[src/hdl/mipsx_pkg.sv]
// Shared constants, decode codes and stage structures for the MIPS subset executor.
package mipsx_pkg;

   localparam int DATA_WORDS_DEF = 1024;

   // primary opcodes
   localparam logic [5:0] OP_RTYPE = 6'h00;
   localparam logic [5:0] OP_J     = 6'h02;
   localparam logic [5:0] OP_JAL   = 6'h03;
   localparam logic [5:0] OP_BEQ   = 6'h04;
   localparam logic [5:0] OP_BNE   = 6'h05;
   localparam logic [5:0] OP_ADDI  = 6'h08;
   localparam logic [5:0] OP_SLTI  = 6'h0a;
   localparam logic [5:0] OP_ANDI  = 6'h0c;
   localparam logic [5:0] OP_ORI   = 6'h0d;
   localparam logic [5:0] OP_LUI   = 6'h0f;
   localparam logic [5:0] OP_LW    = 6'h23;
   localparam logic [5:0] OP_SW    = 6'h2b;

   // R-type function codes
   localparam logic [5:0] FN_SLL = 6'h00;
   localparam logic [5:0] FN_SRL = 6'h02;
   localparam logic [5:0] FN_OR  = 6'h05;
   localparam logic [5:0] FN_JR  = 6'h08;
   localparam logic [5:0] FN_SLT = 6'h0a;
   localparam logic [5:0] FN_ADD = 6'h20;
   localparam logic [5:0] FN_SUB = 6'h22;
   localparam logic [5:0] FN_AND = 6'h24;

   localparam logic [5:0] DEST_NONE = 6'd63;
   localparam logic [4:0] REG_ZERO  = 5'd0;
   localparam logic [4:0] REG_ONE   = 5'd1;
   localparam logic [4:0] REG_LINK  = 5'd31;

   typedef struct packed {
      logic [25:0] pc;
      logic [5:0]  last_dest;
      logic [5:0]  second_dest;
      logic        last_load;
      logic        branch_pend;
      logic        jump_pend;
      logic        halt;
      logic [31:0] total;
   } arch_type;

   localparam arch_type ARCH_RESET = '{
      pc:          26'd0,
      last_dest:   DEST_NONE,
      second_dest: DEST_NONE,
      last_load:   1'b0,
      branch_pend: 1'b0,
      jump_pend:   1'b0,
      halt:        1'b0,
      total:       32'd0
   };

   typedef struct packed {
      logic        wr;
      logic [4:0]  idx;
      logic [31:0] val;
      logic        load;
      logic [1:0]  stall;
   } ex_res_type;

   typedef struct packed {
      logic        store;
      logic [31:0] addr;
      logic [31:0] data;
   } dmem_req_type;

   typedef struct packed {
      logic        en;
      logic [4:0]  idx;
      logic [31:0] data;
   } rf_wr_type;

   typedef struct packed {
      logic [25:0] pc;
      logic        halt;
      logic [31:0] total;
      ex_res_type  res;
   } mem_stage_type;

endpackage

[src/hdl/mipsx_ram.sv]
// Generic single-write, single-read RAM with registered read data.
module mipsx_ram #(
   parameter int WIDTH = 32,
   parameter int DEPTH = 32
) (
   input  logic                     clock,
   input  logic                     we,
   input  logic [$clog2(DEPTH)-1:0] waddr,
   input  logic [WIDTH-1:0]         wdata,
   input  logic                     re,
   input  logic [$clog2(DEPTH)-1:0] raddr,
   output logic [WIDTH-1:0]         rdata
);

   logic [WIDTH-1:0] mem_ff [DEPTH];
   logic [WIDTH-1:0] rdata_ff;

   always_ff @(posedge clock) begin
      if (we) begin
         mem_ff[waddr] <= wdata;
      end
      if (re) begin
         rdata_ff <= mem_ff[raddr];
      end
   end

   assign rdata = rdata_ff;

endmodule

[src/hdl/mipsx_regfile.sv]
// Register file: two RAM copies, per-entry valid bits and write bypass to the execute stage.
module mipsx_regfile (
   input  logic                  clock,
   input  logic                  reset,
   input  logic                  rd_en,
   input  logic [4:0]            rd_addr_a,
   input  logic [4:0]            rd_addr_b,
   input  mipsx_pkg::rf_wr_type  wr,
   output logic [31:0]           a_data,
   output logic [31:0]           b_data
);

   import mipsx_pkg::*;

   logic [31:0] valid_ff;
   logic [4:0]  addr_a_ff;
   logic [4:0]  addr_b_ff;
   logic        vld_a_ff;
   logic        vld_b_ff;
   rf_wr_type   snap_ff;
   logic [31:0] ram_a;
   logic [31:0] ram_b;

   mipsx_ram #(.WIDTH(32), .DEPTH(32)) u_ram_a (
      .clock (clock),
      .we    (wr.en),
      .waddr (wr.idx),
      .wdata (wr.data),
      .re    (rd_en),
      .raddr (rd_addr_a),
      .rdata (ram_a)
   );

   mipsx_ram #(.WIDTH(32), .DEPTH(32)) u_ram_b (
      .clock (clock),
      .we    (wr.en),
      .waddr (wr.idx),
      .wdata (wr.data),
      .re    (rd_en),
      .raddr (rd_addr_b),
      .rdata (ram_b)
   );

   always_ff @(posedge clock) begin
      if (reset) begin
         valid_ff <= '0;
      end else if (wr.en) begin
         valid_ff[wr.idx] <= 1'b1;
      end
   end

   // the write committing at the read edge is missed by the RAM read, keep a copy
   always_ff @(posedge clock) begin
      if (rd_en) begin
         addr_a_ff <= rd_addr_a;
         addr_b_ff <= rd_addr_b;
         vld_a_ff  <= valid_ff[rd_addr_a];
         vld_b_ff  <= valid_ff[rd_addr_b];
         snap_ff   <= wr;
      end
   end

   always_comb begin
      if (wr.en && wr.idx == addr_a_ff) begin
         a_data = wr.data;
      end else if (snap_ff.en && snap_ff.idx == addr_a_ff) begin
         a_data = snap_ff.data;
      end else begin
         a_data = vld_a_ff ? ram_a : 32'd0;
      end

      if (wr.en && wr.idx == addr_b_ff) begin
         b_data = wr.data;
      end else if (snap_ff.en && snap_ff.idx == addr_b_ff) begin
         b_data = snap_ff.data;
      end else begin
         b_data = vld_b_ff ? ram_b : 32'd0;
      end
   end

endmodule

[config.mk]
export PLATFORM = sky130hd
export DESIGN_NAME = mipsx_regfile
export DESIGN_NICKNAME = d
export VERILOG_FILES = /design/src/hdl/mipsx_pkg.sv /design/src/hdl/mipsx_ram.sv /design/src/hdl/mipsx_regfile.sv
export SDC_FILE = /design/constraint.sdc
export NUM_CORES = 1
export LEC_CHECK = 0
export ABC_CLOCK_PERIOD_IN_PS = 4630
export BUFFER_PORTS_ARGS = -buffer_cell sky130_fd_sc_hd__buf_2
export CORE_ASPECT_RATIO = 1.2
export CORE_MARGIN = 8
export CORE_UTILIZATION = 50
export DETAILED_ROUTE_END_ITERATION = 16
export PLACE_DENSITY_LB_ADDON = 0.25
export SKIP_CTS_REPAIR_TIMING = 1
export SLEW_MARGIN = 10
export SYNTH_ARGS = -nofsm -noshare
export SYNTH_HDL_FRONTEND = slang
export SYNTH_SLANG_ARGS = --single-unit
[constraint.sdc]
create_clock -name clock -period 4.63 [get_ports clock]
set_clock_uncertainty 0.15 [all_clocks]
set_input_delay 0.926 -clock clock [delete_from_list [all_inputs] [get_ports clock]]
set_output_delay 0.926 -clock clock [all_outputs]
set_load 0.02 [all_outputs]
* Word-level counts from Yosys, hierarchy flattened
Memories as Yosys holds them, arrays and structs flattened. A register that Yosys moved wholly into a read port is not among the register bits. Cells that the tools add are included.
Word-level totals: register bits after elaboration 82, memory bits (writable) 2048, bits of input ports 51, output and inout bits 64, word-level logic and storage cells 38, memories kept 2
Operators by class: magnitude comparators 4, eq/ne operators 4, muxes and demuxes 14, bitwise operators 1, reductions and logical operators 5
Memory list:
- u_ram_a.mem_ff | depth 32, width 32, rd ports 1, clocked after memory_dff 1, wr ports 1, line mipsx_ram.sv:15 | logic [WIDTH-1:0] mem_ff [DEPTH];
- u_ram_b.mem_ff | depth 32, width 32, rd ports 1, clocked after memory_dff 1, wr ports 1, line mipsx_ram.sv:15
Operators by type and width (count):
- $mux W32 | 6
- $or A32 B32 Y32 | 1
- $eq A5 B5 Y1 | 4
- $lt A5 B6 Y1 const B | 3
- $bmux W1 S5 | 2
- $demux W1 S5 | 1
- $ge A5 B1 Y1 const B | 1
- $logic_and A1 B1 Y1 | 5
- $mux W1 | 5

* Longest topological paths before layout
depth in word-level cells 5, gate-level depth with buffers 8, depth with buffers taken out 5

* Modules after synthesis
Synthesis repeated with hierarchy kept, for this count alone.
Unflattened totals: cell total of the unflattened synthesis 5028, area total of the unflattened synthesis 86434.1 um^2
Modules (own cells, without submodules):
- mipsx_ram | instances 2, cells an instance 2260, area an instance 40805.4 um^2
- mipsx_regfile | instances 1, cells an instance 508, area an instance 4823.4 um^2

* Worst setup path after synthesis
No wires, ideal clock.
path kind in2reg, start input wr[37] in the netlist's numbering, end memory u_ram_b.mem_ff[24][0] (enable), data arrival time 3.105 ns, path slack 0.952 ns, stages 4, path buffers 2, path through buf_2 > or3b_2 > buf_2 > nor2_1
On the way: word-level cells in the longest chain between the ends 2
Ends and longest elaborated chain:
- from (decl) | line mipsx_regfile.sv:8 | input mipsx_pkg::rf_wr_type wr,
- $mux W1 | line mipsx_ram.sv:19 | if (we) begin
- $mux W1 (implied by the code) | line mipsx_ram.sv:20 | mem_ff[waddr] <= wdata;
- to (decl) | line mipsx_ram.sv:15
Every way passes these cells.

* Final worst setup path
start register addr_a_ff[3], end output a_data[19]
On the way: word-level cells in the longest chain between the ends 4
Ends and longest elaborated chain:
- from (decl) | line mipsx_regfile.sv:16 | logic [4:0] addr_a_ff;
- from (signal assigned) | line mipsx_regfile.sv:55 | addr_a_ff <= rd_addr_a;
- $eq A5 B5 Y1 | line mipsx_regfile.sv:66 | end else if (snap_ff.en && snap_ff.idx == addr_a_ff) begin
- $logic_and A1 B1 Y1 | line mipsx_regfile.sv:66
- $mux W32 | line mipsx_regfile.sv:66
- $mux W32 (*) | line mipsx_regfile.sv:64 | if (wr.en && wr.idx == addr_a_ff) begin
- to (decl) | line mipsx_regfile.sv:9 | output logic [31:0] a_data,
Mark *: on every way between the ends. The rest lies on a longest branch, timed or not.

==> results.py <==
metrics = {
    "sta": {
        "holdWs_ps": 337,
        "maxSlewViolCount": 0,
        "tns_ps": 0,
        "finalCriticalPeriod_ps": 4460,
        "max_freq_mhz": 224,
        "hold_viol": 0,
        "relSlewSlack_pct": 32.6,
        "worst_pin_slew_ps": 1010,
        "period_share_pct": 96.3,
        "setup_ws_ps": 169,
        "rsz0062_at_grt": "no",
        "setup_viol": 0,
    },
    "worst_setup_path": {
        "critPathLaunchType": "flip-flop",
        "criticalPathCategory": "reg2out",
        "cp.required_ps": 3550,
        "r2r_start": "u_ram_b.mem_ff[2][16]$_DFFE_PP_",
        "critPathSlowestCell": "nor2_4",
        "cp.arrival_ps": 3380,
        "cp_num_buf_inv": 2,
        "worstSetupEndpointType": "primary output",
        "crit_path_max_incr_delay_ps": 690,
        "worstPathCellList": "xnor2_1, nand3_1, nor2_4, buf_4, a32oi_1, a21oi_1, buf_2",
        "cpLargestDelayFamily": "simple AND/OR/NAND/NOR gates",
        "startpoint": "addr_a_ff[3]$_DFFE_PP_",
        "path_max_fanout": 17,
    },
    "clocking": {
        "clk-insertion-delay-late_ps": 730,
        "htreeDepth": 3,
        "clk_transition_reported_paths_ps": 60,
        "root_buffer": "clkbuf_16",
        "cts_inserted_buffers": 113,
        "clk_path_buf_depth": 3,
        "cts.sinks": 1170,
        "cts_tree": "yes",
    },
    "flow_run": {
        "cap_viol_max_count": 0,
    },
    "synth": {
        "ys.warnings.count": 0,
        "synth_seq_cells": 1170,
        "synth-main-ff-cell": "edfxtp_1",
        "avgSynthCellArea_um2": 14.0,
        "synth_cells": 3940,
        "syn_area_um2": 55200,
        "synthArstFlopShare_pct": 0,
        "yosysSeqAreaShare_pct": 63.1,
        "synth_edf_count": 1138,
        "synth_nets": 3991,
        "ys_types": 32,
    },
    "floorplanning": {
        "coreArea_um2": 109000,
        "start_util_pct": 50.4,
        "pin_count": 115,
        "dieHeight_um": 380,
        "fp-row-count": 133,
        "die-area_um2": 121000,
        "die_width_um": 319,
    },
    "route": {
        "drt_iter0_drc": 4792,
        "antenna_left": 0,
        "post-route-drc-count": 0,
        "vias_per_cell": 6.73,
        "routed_wl_um": 177000,
        "first_pass_iters": 6,
        "routedWlPerCell_um": 32.0,
        "via_count": 37185,
    },
    "worst_hold_path": {
        "hp-class": "in2reg",
        "holdCritStartpoint": "rd_addr_a[3]",
    },
    "placed_design": {
        "gp_congestion": 0.841,
        "dp_slack_ps": 515,
        "io_buffer_count": 114,
        "dp_hpwl_um": 98300,
    },
    "global_routing": {
        "grt_pass1_wl_um": 250000,
        "grt_pass1_vias": 36454,
        "grt_util_all_layers_pct": 28.0,
        "grt_max_degree": 88,
        "antenna_found_initial": 8,
        "grt_overflow": 0,
    },
    "run_status": {
        "run_status": "finished clean",
    },
    "cells_and_area": {
        "syn_to_final_growth_pct": 11.5,
        "drive_gt1_share_pct": 11.8,
        "fillers": 8699,
        "antennaDiodeCount": 0,
        "fin_util_pct": 56.2,
        "nets": 4069,
        "layout_common_cells": "edfxtp_1 (1138), mux2i_1 (1056), a21oi_1 (262), nand2_1 (202), nand3_1 (202)",
        "final_common_cell": "edfxtp_1",
    },
    "power_and_ir_drop": {
        "powerDensity_nw_per_um2": 377,
        "p_leak_nw": 22.7,
        "vdd_drop_max_uv": 342,
    },
}
area by class of cell:
class                      instances  area [µm²]  share of cell area [%]
clock inverter                    66         578                   0.939
multi-input combinational       2462       18900                    30.8
sequential                      1170       34800                    56.6
tap                             1417        1770                    2.88
timing repair buffer             270        2480                    4.03
inverter                           1        3.75                 0.00610
clock buffer                     141        2950                    4.80
Yosys cell counts, types with 3 or more instances:
master	instances	area (µm²)
a31oi_1	66	413
buf_1	28	105
nand2b_1	4	25.0
buf_4	75	563
xor2_1	8	70.1
mux2i_1	1056	10600
nor2_1	163	612
nor2b_1	4	25.0
nand3_1	202	1010
nand3b_1	5	37.5
a22oi_1	198	1490
a22o_1	132	1160
xnor2_1	12	105
nand2_1	204	766
a21oi_1	262	1310
dfxtp_1	32	641
nor2_2	3	18.8
nor3_1	66	330
edfxtp_1	1138	34200
a32oi_1	64	561
clkbuf_1	99	372
buf_6	30	338
buf_2	74	370
power breakdown:
part | internal, mW | leakage, nW | switching, mW
Sequential | 11.9 | 10.6 | 0.111
Clock | 4.96 | 1.69 | 4.01
Combinational | 0.745 | 10.4 | 1.51
Total | 17.6 | 22.7 | 5.63
logic make-up after synthesis:
logic type      count (synthesis)  share of synthesized area, %
xor+xnor                       20                         0.317
compound gates                724                          8.96
buf+inv                       308                          3.19
flops                        1170                          63.1
simple gates                  662                          5.32
mux                          1056                          19.1
registers in the layout, indices dropped and copies added (netlist names):
| register | count |
|---|---|
| addr_a_ff | 5 |
| addr_b_ff | 5 |
| snap_ff | 38 |
| u_ram_a.mem_ff | 32 |
| u_ram_a.rdata | 32 |
| u_ram_b.mem_ff | 992 |
| u_ram_b.rdata | 32 |
| valid_ff | 32 |
| vld_a_ff | 1 |
| vld_b_ff | 1 |
metrics by stage:
step / instance area (µm²) / cells / power, mW
2_1_floorplan: 55200 / 3940 / 13.5
3_3_place_gp: 58000 / 5320 / 14.4
3_5_place_dp: 58000 / 5320 / 14.4
4_1_cts: 61600 / 5527 / 23.2
5_1_grt: 61600 / 5527 / 23.7
6_report: 61600 / 5527 / 23.2
worst paths after layout:
path	cells past startpoint	slack, ps	end
worst max-delay path	7	170	a_data[19]
worst min-delay path	1	340	addr_a_ff[3]$_DFFE_PP_
worst max register to register	5	2760	u_ram_a.rdata[16]$_DFFE_PP_
worst min register to register	2	350	valid_ff[3]$_SDFFE_PP0P_
routing by layer:
layer	wire, µm	up-vias	GRT usage [%]
met5	64	-	0
met4	7350	10	11.7
met3	18400	421	5.42
met2	80300	2160	43.7
met1	70700	18962	38.2
li1	-	15632	-
Note: power is estimated with default switching activity, not from simulation.
