`src/hdl/mipsx_ram.sv`:
```
// Generic single-write, single-read RAM with registered read data.
module mipsx_ram #(
   parameter int WIDTH = 32,
   parameter int DEPTH = 32
) (
   input  logic                     clock,
   input  logic                     we,
   input  logic [$clog2(DEPTH)-1:0] waddr,
   input  logic [WIDTH-1:0]         wdata,
   input  logic                     re,
   input  logic [$clog2(DEPTH)-1:0] raddr,
   output logic [WIDTH-1:0]         rdata
);

   logic [WIDTH-1:0] mem_ff [DEPTH];
   logic [WIDTH-1:0] rdata_ff;

   always_ff @(posedge clock) begin
      if (we) begin
         mem_ff[waddr] <= wdata;
      end
      if (re) begin
         rdata_ff <= mem_ff[raddr];
      end
   end

   assign rdata = rdata_ff;

endmodule

```
`config.mk`:
```
export PLATFORM = sky130hd
export DESIGN_NAME = mipsx_ram
export DESIGN_NICKNAME = d
export VERILOG_FILES = /design/src/hdl/mipsx_ram.sv
export SDC_FILE = /design/constraint.sdc
export NUM_CORES = 1
export LEC_CHECK = 0
export BUFFER_PORTS_ARGS = -buffer_cell sky130_fd_sc_hd__clkbuf_2
export CELL_PAD_IN_SITES_DETAIL_PLACEMENT = 1
export CELL_PAD_IN_SITES_GLOBAL_PLACEMENT = 1
export CORE_ASPECT_RATIO = 1.2
export CORE_UTILIZATION = 54
export CTS_CLUSTER_DIAMETER = 50
export DETAILED_ROUTE_END_ITERATION = 6
export GPL_TIMING_DRIVEN = 0
export PLACE_DENSITY = 0.76
export SYNTH_ARGS = -nofsm -noshare
export SYNTH_HDL_FRONTEND = slang
export SYNTH_SLANG_ARGS = --single-unit
```
`constraint.sdc`:
```
create_clock -name clock -period 3.1 [get_ports clock]
set_input_delay 0.31 -clock clock [delete_from_list [all_inputs] [get_ports clock]]
set_output_delay 0.31 -clock clock [all_outputs]
set_load 0.02 [all_outputs]
```
# After elaboration in Yosys (flattened, before gate mapping)
# Memories as Yosys holds them, arrays and structs flattened. A register that Yosys moved wholly into a read port is not among the register bits.
# Cells that the tools add are included.
# totals
regBits	0
ramBits	1024
mem_count	1
output_inout_bits	32
inputBits	45
word_cells	3
# op_classes
muxes	2
# memory_table
memory	depth	width	rd	rd_ports_with_merged_regs	wr	line	source
mem_ff	32	32	1	1	1	15	logic [WIDTH-1:0] mem_ff [DEPTH];
# op_table
cell	n
$mux 1	2

# Logic depth before layout (Yosys ltp)
# Gate-level depths: netlist (run 1).
# depth
ltp_word	2
depth_mapped	8
depth_no_buf	5

# Worst setup path after synthesis (run 1)
# No wires, ideal clock.
# synth_path
path_type	input -> register
from	input port waddr[1]
to	memory mem_ff[12][0] (enable)
slack_ns	0.356
setup_time_ns	0.421
t_arrival_ns	2.323
stages	3
required_time_ns	2.679
path_buffers	1
cell_sequence	or3b_2 clkbuf_1 nor2_1
# synth_lines
element	line	source
from (decl)	8	input logic [$clog2(DEPTH)-1:0] waddr,
to (decl)	15	
# Straight into the memory's write port.

==> results.yml, run 1 <==
timing:
  period_share_pct: 73.9
  report.final.slew_viol_count: 0
  timing.final.hold_violations: 0
  worstMarginPinSlew_ns: 1.18
  fin_worst_hold_slack_ns: 0.336
  clock_skew_ns: 0.0191
  post-route-min-period_ns: 2.29
  max_freq_mhz: 436
  setup_total_negative_slack_ns: 0
  final_setup_viols: 0
  rsz0062_at_grt: "no"
  slew_headroom_pct: 21.3
worst_setup_path:
  required_ns: 3.42
  crit_path_top_delay_cell: "a31oi_1"
  cpMostUsedCell: "buf_2"
  crit_chain: "clkbuf_2 > nor2_1 > buf_2 > buf_2 > buf_2 > nand2_1 > a31oi_1 > nand3_1"
  reg2reg_setup_slack_ns: 1.20
  worst_setup_path_end_kind: "flop"
  crit_type: "input pin to flop"
  crit_arrival_ns: 2.61
  timing.critical_path.max_delay_family: "buffers and inverters"
  worstPathMaxFanout: 10
  crit_buf_inv: 4
  timing.critical_path.slowest_cell_delay_ns: 0.42
  startpoint_type: "input pin"
clocking:
  clk_root_buffer_cell: "clkbuf_16"
  cts.sinks: 1056
  cts_tree: "built"
  htreeDepth: 3
  holdBufCountCts: 0
  cts-buffers-inserted: 100
  clock_insertion_delay_worst_skew_ns: 0.67
  clockBufferDepth: 3
  cts_setup_buffers: 0
  cts.repair.resized: 0
  cts.reportedPaths.clkPinSlew_ns: 0.07
pwr:
  power.share.clock_pct: 41.3
  power_frac_seq_pct: 53.0
  power-per-cell-area_nw_per_um2: 646
  p_comb_share_pct: 5.6
  power_leakage_uw: 0.0163
  post-layout-total-power_uw: 30200
  total_switching_power_uw: 6520
  internal_power_uw: 23600
  swShare_pct: 21.6
  vdd_drop_max_mv: 0.391
detailed_routing:
  wl_per_cell_um: 31.4
  number_of_vias_in_the_routed_layout: 22255
  drc: 0
  wirelength_um: 112000
  drt_iter0_markers: 1948
  drtAntennaViolNets: 0
  via_per_inst: 6.26
  drt_pre_antenna_iters: 5
floorplan:
  rows: 110
  initial_cell_density_of_the_core_pct: 54.5
  top_level_ports: 77
  die_height_um: 303
  die_area_um2: 76700
  die_w_um: 253
  core_area_um2: 74900
logic_synthesis:
  synth_most_common_cell: "edfxtp_1"
  synth_top_cell_by_area: "edfxtp_1"
  synth.cell_area_um2: 40800
  yosys_register_bits: 1056
  async_reset_ff_share_pct: 0
  netlist-cell-type-count: 24
  biggest_area_contributors_in_the_synthesized_netlist: "edfxtp_1 (78%), mux2i_1 (13%), a22oi_1 (1.8%)"
  syn_avg_cell_area_um2: 18.1
  yosysSeqAreaShare_pct: 77.7
  synth_edf_count: 1056
  synth_common_cells: "edfxtp_1 (1056), mux2i_1 (512), nand2_1 (98), nand3_1 (98)"
  synth_largest_type_area_fraction_pct: 77.7
  syn-instance-count: 2260
  synthFlopType: "edfxtp_1"
  syn_nets: 2305
  synth-warning-count: 0
place:
  portBuffers: 75
  placedCellCount: 3375
  place_congestion: 0.835
  place_hpwl_um: 71700
global_routing:
  global_route.overflow_total: 0
  first_pass_grt_wire_length_um: 161000
  pin_count_of_the_biggest_net_entering_global_routing: 33
  grt_antenna_before_repair: 1
  groute.usage.overall_pct: 29.5
  grt_pass1_vias: 23759
worst_hold_path:
  hold_path.class: "input pin to flop"
cells_and_area:
  antenna-diode-count: 0
  n_fill_cell: 6540
  finish.net_count: 2514
  post_route_cells_drive_above_1_share_pct: 14.2
  post_layout_nonfiller_instances: 3557
  area_growth_syn_to_layout_pct: 14.5
  postLayoutCoreUtil_pct: 62.4
run:
  max_cap_violations: 0
run_status:
  outcome: "finished, final reports clean"
==> metal layers <==
layer  GRT usage [%]  share of wire [%]  up-vias  wire [um]
met5               0              0.012        -         13
met4            11.6                3.7        2       4100
met3            4.28                6.2      272       6960
met2            53.2                 53      972      59100
met1            35.8                 37    11601      41500
li1                -                  -     9408          -
==> power by group through the flow <==
| stage | clock (uW) | sequential [uW] | combinational, uW |
|---|---|---|---|
| 2_1_floorplan | 0 | 16300 | 821 |
| 3_3_place_gp | 0 | 16300 | 1540 |
| 3_5_place_dp | 0 | 16300 | 1660 |
| 4_1_cts | 12600 | 16000 | 1690 |
| 5_1_grt | 13000 | 16000 | 1770 |
| 6_report | 12500 | 16000 | 1700 |
==> state kept, by name, indices dropped and copies added (netlist names) <==
name and flops:
rdata 32, mem_ff 1024
==> worst reg2reg max path, cell delays in order, from the launching register on <==
cell	delay, ns
edfxtp_1	0.37
mux2i_1	0.18
a22o_1	0.16
nor3_1	0.05
a31oi_1	0.46
nand3_1	0.34
==> layout by cell type (no fill, tap or decap), drive strengths merged <==
cell type  Yosys  routed
edfxtp      1056    1056
mux2i        512     512
clkbuf        48     254
buf           79     111
nand2         98      98
nand3         98      98
a22oi         96      96
a21oi         96      96
a22o          64      64
nor2          34      34
nor3          32      32
a31oi         32      32
clkinv         0      29
bufinv         0      12
clkinvlp       0       6
nand3b         5       5
inv            0       4
or3b           3       3
nand2b         2       2
or3            1       1
and2b          1       1
nor2b          1       1
and2           1       1
or2            1       1
==> final cells by class <==
type,instances,area (um2),area share [%]
clock buffer,131,2730,5.83
multi-input combinational,1077,8580,18.4
sequential,1056,31700,67.9
timing repair buffer,107,1100,2.35
tap,1008,1260,2.70
clock inverter,51,584,1.25
buffer,127,753,1.61
==> cells by family after synthesis <==
group,share of synthesized area [%]
AOI/OAI and AO/OA,4.81
buffers and inverters,1.85
DFF,77.7
muxes,12.6
and+or+nand+nor,3.08
==> per-stage QoR <==
step,setup slack (ns),cell area [um2]
floorplan,0.356,40800
global placement,-1.38,42400
detailed placement,0.208,43400
CTS,0.882,46700
global route,0.806,46700
finish,0.809,46700
==> path summary, 6_finish.rpt <==
kind,from,end,cells past startpoint
worst max-delay path,raddr[1],rdata[13],8
worst max register to register,mem_ff[6][13],rdata[13],5
worst min register to register,mem_ff[10][26],rdata[26],4
worst min-delay path,wdata[31],mem_ff[15][31],1
No activity file was read; power rests on OpenSTA's default activity.
==> run 2: changes to the inputs <==
--- a/config.mk
+++ b/config.mk
@@ -5,11 +5,12 @@
 export SDC_FILE = /design/constraint.sdc
 export NUM_CORES = 1
 export LEC_CHECK = 0
+export ABC_AREA = 1
 export BUFFER_PORTS_ARGS = -buffer_cell sky130_fd_sc_hd__clkbuf_2
 export CELL_PAD_IN_SITES_DETAIL_PLACEMENT = 1
 export CELL_PAD_IN_SITES_GLOBAL_PLACEMENT = 1
 export CORE_ASPECT_RATIO = 1.2
-export CORE_UTILIZATION = 54
+export CORE_UTILIZATION = 51
 export CTS_CLUSTER_DIAMETER = 50
 export DETAILED_ROUTE_END_ITERATION = 6
 export GPL_TIMING_DRIVEN = 0
==> constraint.sdc (replaced) <==
create_clock -name clock -period 2.2 [get_ports clock]
set_input_delay 0.22 -clock clock [delete_from_list [all_inputs] [get_ports clock]]
set_output_delay 0.22 -clock clock [all_outputs]
set_load 0.02 [all_outputs]
==> run 2 against run 1 <==
Compared with the run above:
- first-iteration DRC count is 59% higher
- flip-flop and latch count stayed put
- sequential share of layout area is 3.1 points lower
- combinational power is 89% higher
- count of clock-buffer cells in the layout stayed put
- utilization is 3.0 points lower
- register-to-register slack worse by 0.71 ns
- synthesized area is 4.7% higher
- sequential power is 41% higher
- synthesized cell count is 56% higher
- via count is 35% higher
- final area is 4.7% higher
- critical endpoint is now rdata[12]
==> results.yml, run 2 <==
run_status:
  outcome: "finished, final reports clean"
cells_and_area:
  n_fill_cell: 8255
  post_route_cells_drive_above_1_share_pct: 12.3
  commonest_non_fill_non_tap_cell_in_the_layout: "nand2_1"
  layout.cells.most_common_list: "nand2_1 (1440), edfxtp_1 (1056), nand3_1 (780)"
  register_area_um2: 31700
  regMostFlops: "mem_ff"
  multi_input_area_um2: 9670
  flip_flop_count_of_the_largest_register_after_layout: 1024
  finish.net_count: 3797
  postLayoutCoreUtil_pct: 59.4
  area_growth_syn_to_layout_pct: 14.5
clocking:
  clk_root_buffer_cell: "clkbuf_16"
  clockBufferDepth: 3
  cts-buffers-inserted: 109
  htreeDepth: 3
  cts.repair.resized: 0
  clock_insertion_delay_worst_skew_ns: 0.72
  cts_setup_buffers: 0
  holdBufCountCts: 0
  cts.reportedPaths.clkPinSlew_ns: 0.07
  cts_tree: "built"
  cts.sinks: 1056
worst_setup_path:
  timing.critical_path.max_delay_family: "buffers and inverters"
  setup.worst_path.start: "raddr[3]"
  crit_buf_inv: 3
  cpMostUsedCell: "nand2_1"
  crit_path_top_delay_cell: "clkbuf_1"
  crit_type: "input pin to flop"
  rr_worst_depth: 8
  capture_point_of_the_critical_path: "rdata[12]"
  worstPathMaxFanout: 10
  startpoint_type: "input pin"
  timing.critical_path.slowest_cell_delay_ns: 0.87
  required_ns: 2.74
  worst_setup_path_end_kind: "flop"
  crit_arrival_ns: 2.64
  reg2reg_setup_slack_ns: 0.49
  crit_chain: "clkbuf_2 > clkbuf_1 > clkbuf_1 > nand2_1 > nand2_1 > nand2_1 > nand2_1"
  critical_path_depth: 7
  regToRegStartpoint: "mem_ff[19][12]"
  timing.rr.end: "rdata[12]"
logic_synthesis:
  async_reset_ff_share_pct: 0
  syn_avg_cell_area_um2: 12.1
  synth-warning-count: 0
  synth_largest_type_area_fraction_pct: 74.2
  synth_edf_count: 1056
  synth_most_common_cell: "nand2_1"
  synthFlopType: "edfxtp_1"
  biggest_area_contributors_in_the_synthesized_netlist: "edfxtp_1 (74%), nand2_1 (13%), nand3_1 (9.1%)"
  yosysSeqAreaShare_pct: 74.2
  synth_common_cells: "nand2_1 (1440), edfxtp_1 (1056), nand3_1 (780)"
  netlist-cell-type-count: 13
  yosys_register_bits: 1056
  synth.cell_area_um2: 42700
  syn_nets: 3581
  synth_top_cell_by_area: "edfxtp_1"
  syn-instance-count: 3536
timing:
  worstMarginPinSlew_ns: 1.21
  report.final.slew_viol_count: 0
  slew_headroom_pct: 19.6
  max_freq_mhz: 477
  fin_worst_hold_slack_ns: 0.251
  post-route-min-period_ns: 2.10
  rsz0062_at_grt: "no"
  final_setup_viols: 0
  period_share_pct: 95.3
  clock_skew_ns: 0.0379
  timing.final.hold_violations: 0
worst_hold_path:
  hold_path.class: "input pin to flop"
detailed_routing:
  drt_iter0_markers: 3090
  number_of_vias_in_the_routed_layout: 30057
  drtAntennaViolNets: 0
  wirelength_um: 144000
  drt_pre_antenna_iters: 6
  wl_per_cell_um: 29.0
  via_per_inst: 6.07
  drc: 0
floorplan:
  die_area_um2: 84900
  initial_cell_density_of_the_core_pct: 51.8
  rows: 115
  top_level_ports: 77
  die_w_um: 266
  die_height_um: 319
  core_area_um2: 82400
global_routing:
  groute.usage.overall_pct: 34.0
  pin_count_of_the_biggest_net_entering_global_routing: 33
  global_route.overflow_total: 0
  grt_antenna_before_repair: 4
  first_pass_grt_wire_length_um: 207000
  grt_pass1_vias: 32294
pwr:
  power-per-cell-area_nw_per_um2: 906
  vdd_drop_max_mv: 0.716
  power_leakage_uw: 0.0181
  post-layout-total-power_uw: 44300
place:
  portBuffers: 73
  place_hpwl_um: 95400
  place_congestion: 0.901
run:
  max_cap_violations: 0
## run 2: cell types whose count changed in the layout (fill, tap and decap cells not counted), moves of 13 or more
cell and change:
a21oi_1 -96, a22o_1 -64, a22oi_1 -96, a31oi_1 -32, buf_1 +13, buf_2 +57, buf_6 +51, clkbuf_1 -26
mux2i_1 -512, nand2_1 +1342, nand3_1 +682, nor3_1 -32
## run 2: area by class of cell
class	count	share of cell area, %
clock buffer	131	5.74
clock inverter	63	1.45
buffer	218	3.15
timing repair buffer	105	2.15
multi-input combinational	2252	19.8
tap	1111	2.84
sequential	1056	64.8
antenna	2	0.0102
inverter	10	0.0921
## run 2: kinds of logic after synthesis
logic type | after synthesis | share of synthesized area (%)
buf+inv | 228 | 3.71
flops | 1056 | 74.2
simple gates | 2252 | 22.1
## run 2: worst reg2reg max path, stage by stage (launching register included)
cell and delay, ns:
edfxtp_1 0.37, nand2_1 0.10, nand3_1 0.10, nand3_1 0.15, nand2_1 0.13, nand2_1 0.09
nand2_1 0.09, nand2_1 0.25, nand2_1 0.17
## run 2: power by group
part           leakage (uW)  internal (uW)  switching, uW
registers           0.00955          22500           85.3
clock network       0.00171          10600           8020
logic               0.00680            780           2440
## run 2: per-layer routing
layer,global-route usage [%],up-vias,wire (um)
met5,0,-,0
met4,20.9,0,9600
met3,5.31,480,10300
met2,59.0,1448,72500
met1,39.5,15309,51300
li1,-,12820,-
## run 2: worst min-delay path by stage
stage	start	slack (ns)	endpoint	depth (start not counted)
floorplan	wdata[0]	0.32	mem_ff[0][0]	0
detailed placement	rdata[16]	0.68	rdata[16]	1
global route	wdata[31]	0.28	mem_ff[5][31]	1
global placement	rdata[31]	0.68	rdata[31]	1
finish	wdata[0]	0.25	mem_ff[3][0]	1
CTS	wdata[0]	0.21	mem_ff[3][0]	1
## run 2: per-stage QoR
step | setup TNS, ns | setup WS [ns] | instances | instance area (um2)
after global placement | -1828.15 | -2.20 | 4720 | 44500
after floorplan | -80.46 | -0.0965 | 3536 | 42700
after global routing | 0 | 0.185 | 4946 | 48900
after detailed placement | -147.21 | -0.417 | 4752 | 45400
final | 0 | 0.103 | 4948 | 48900
after CTS | 0 | 0.272 | 4946 | 48900
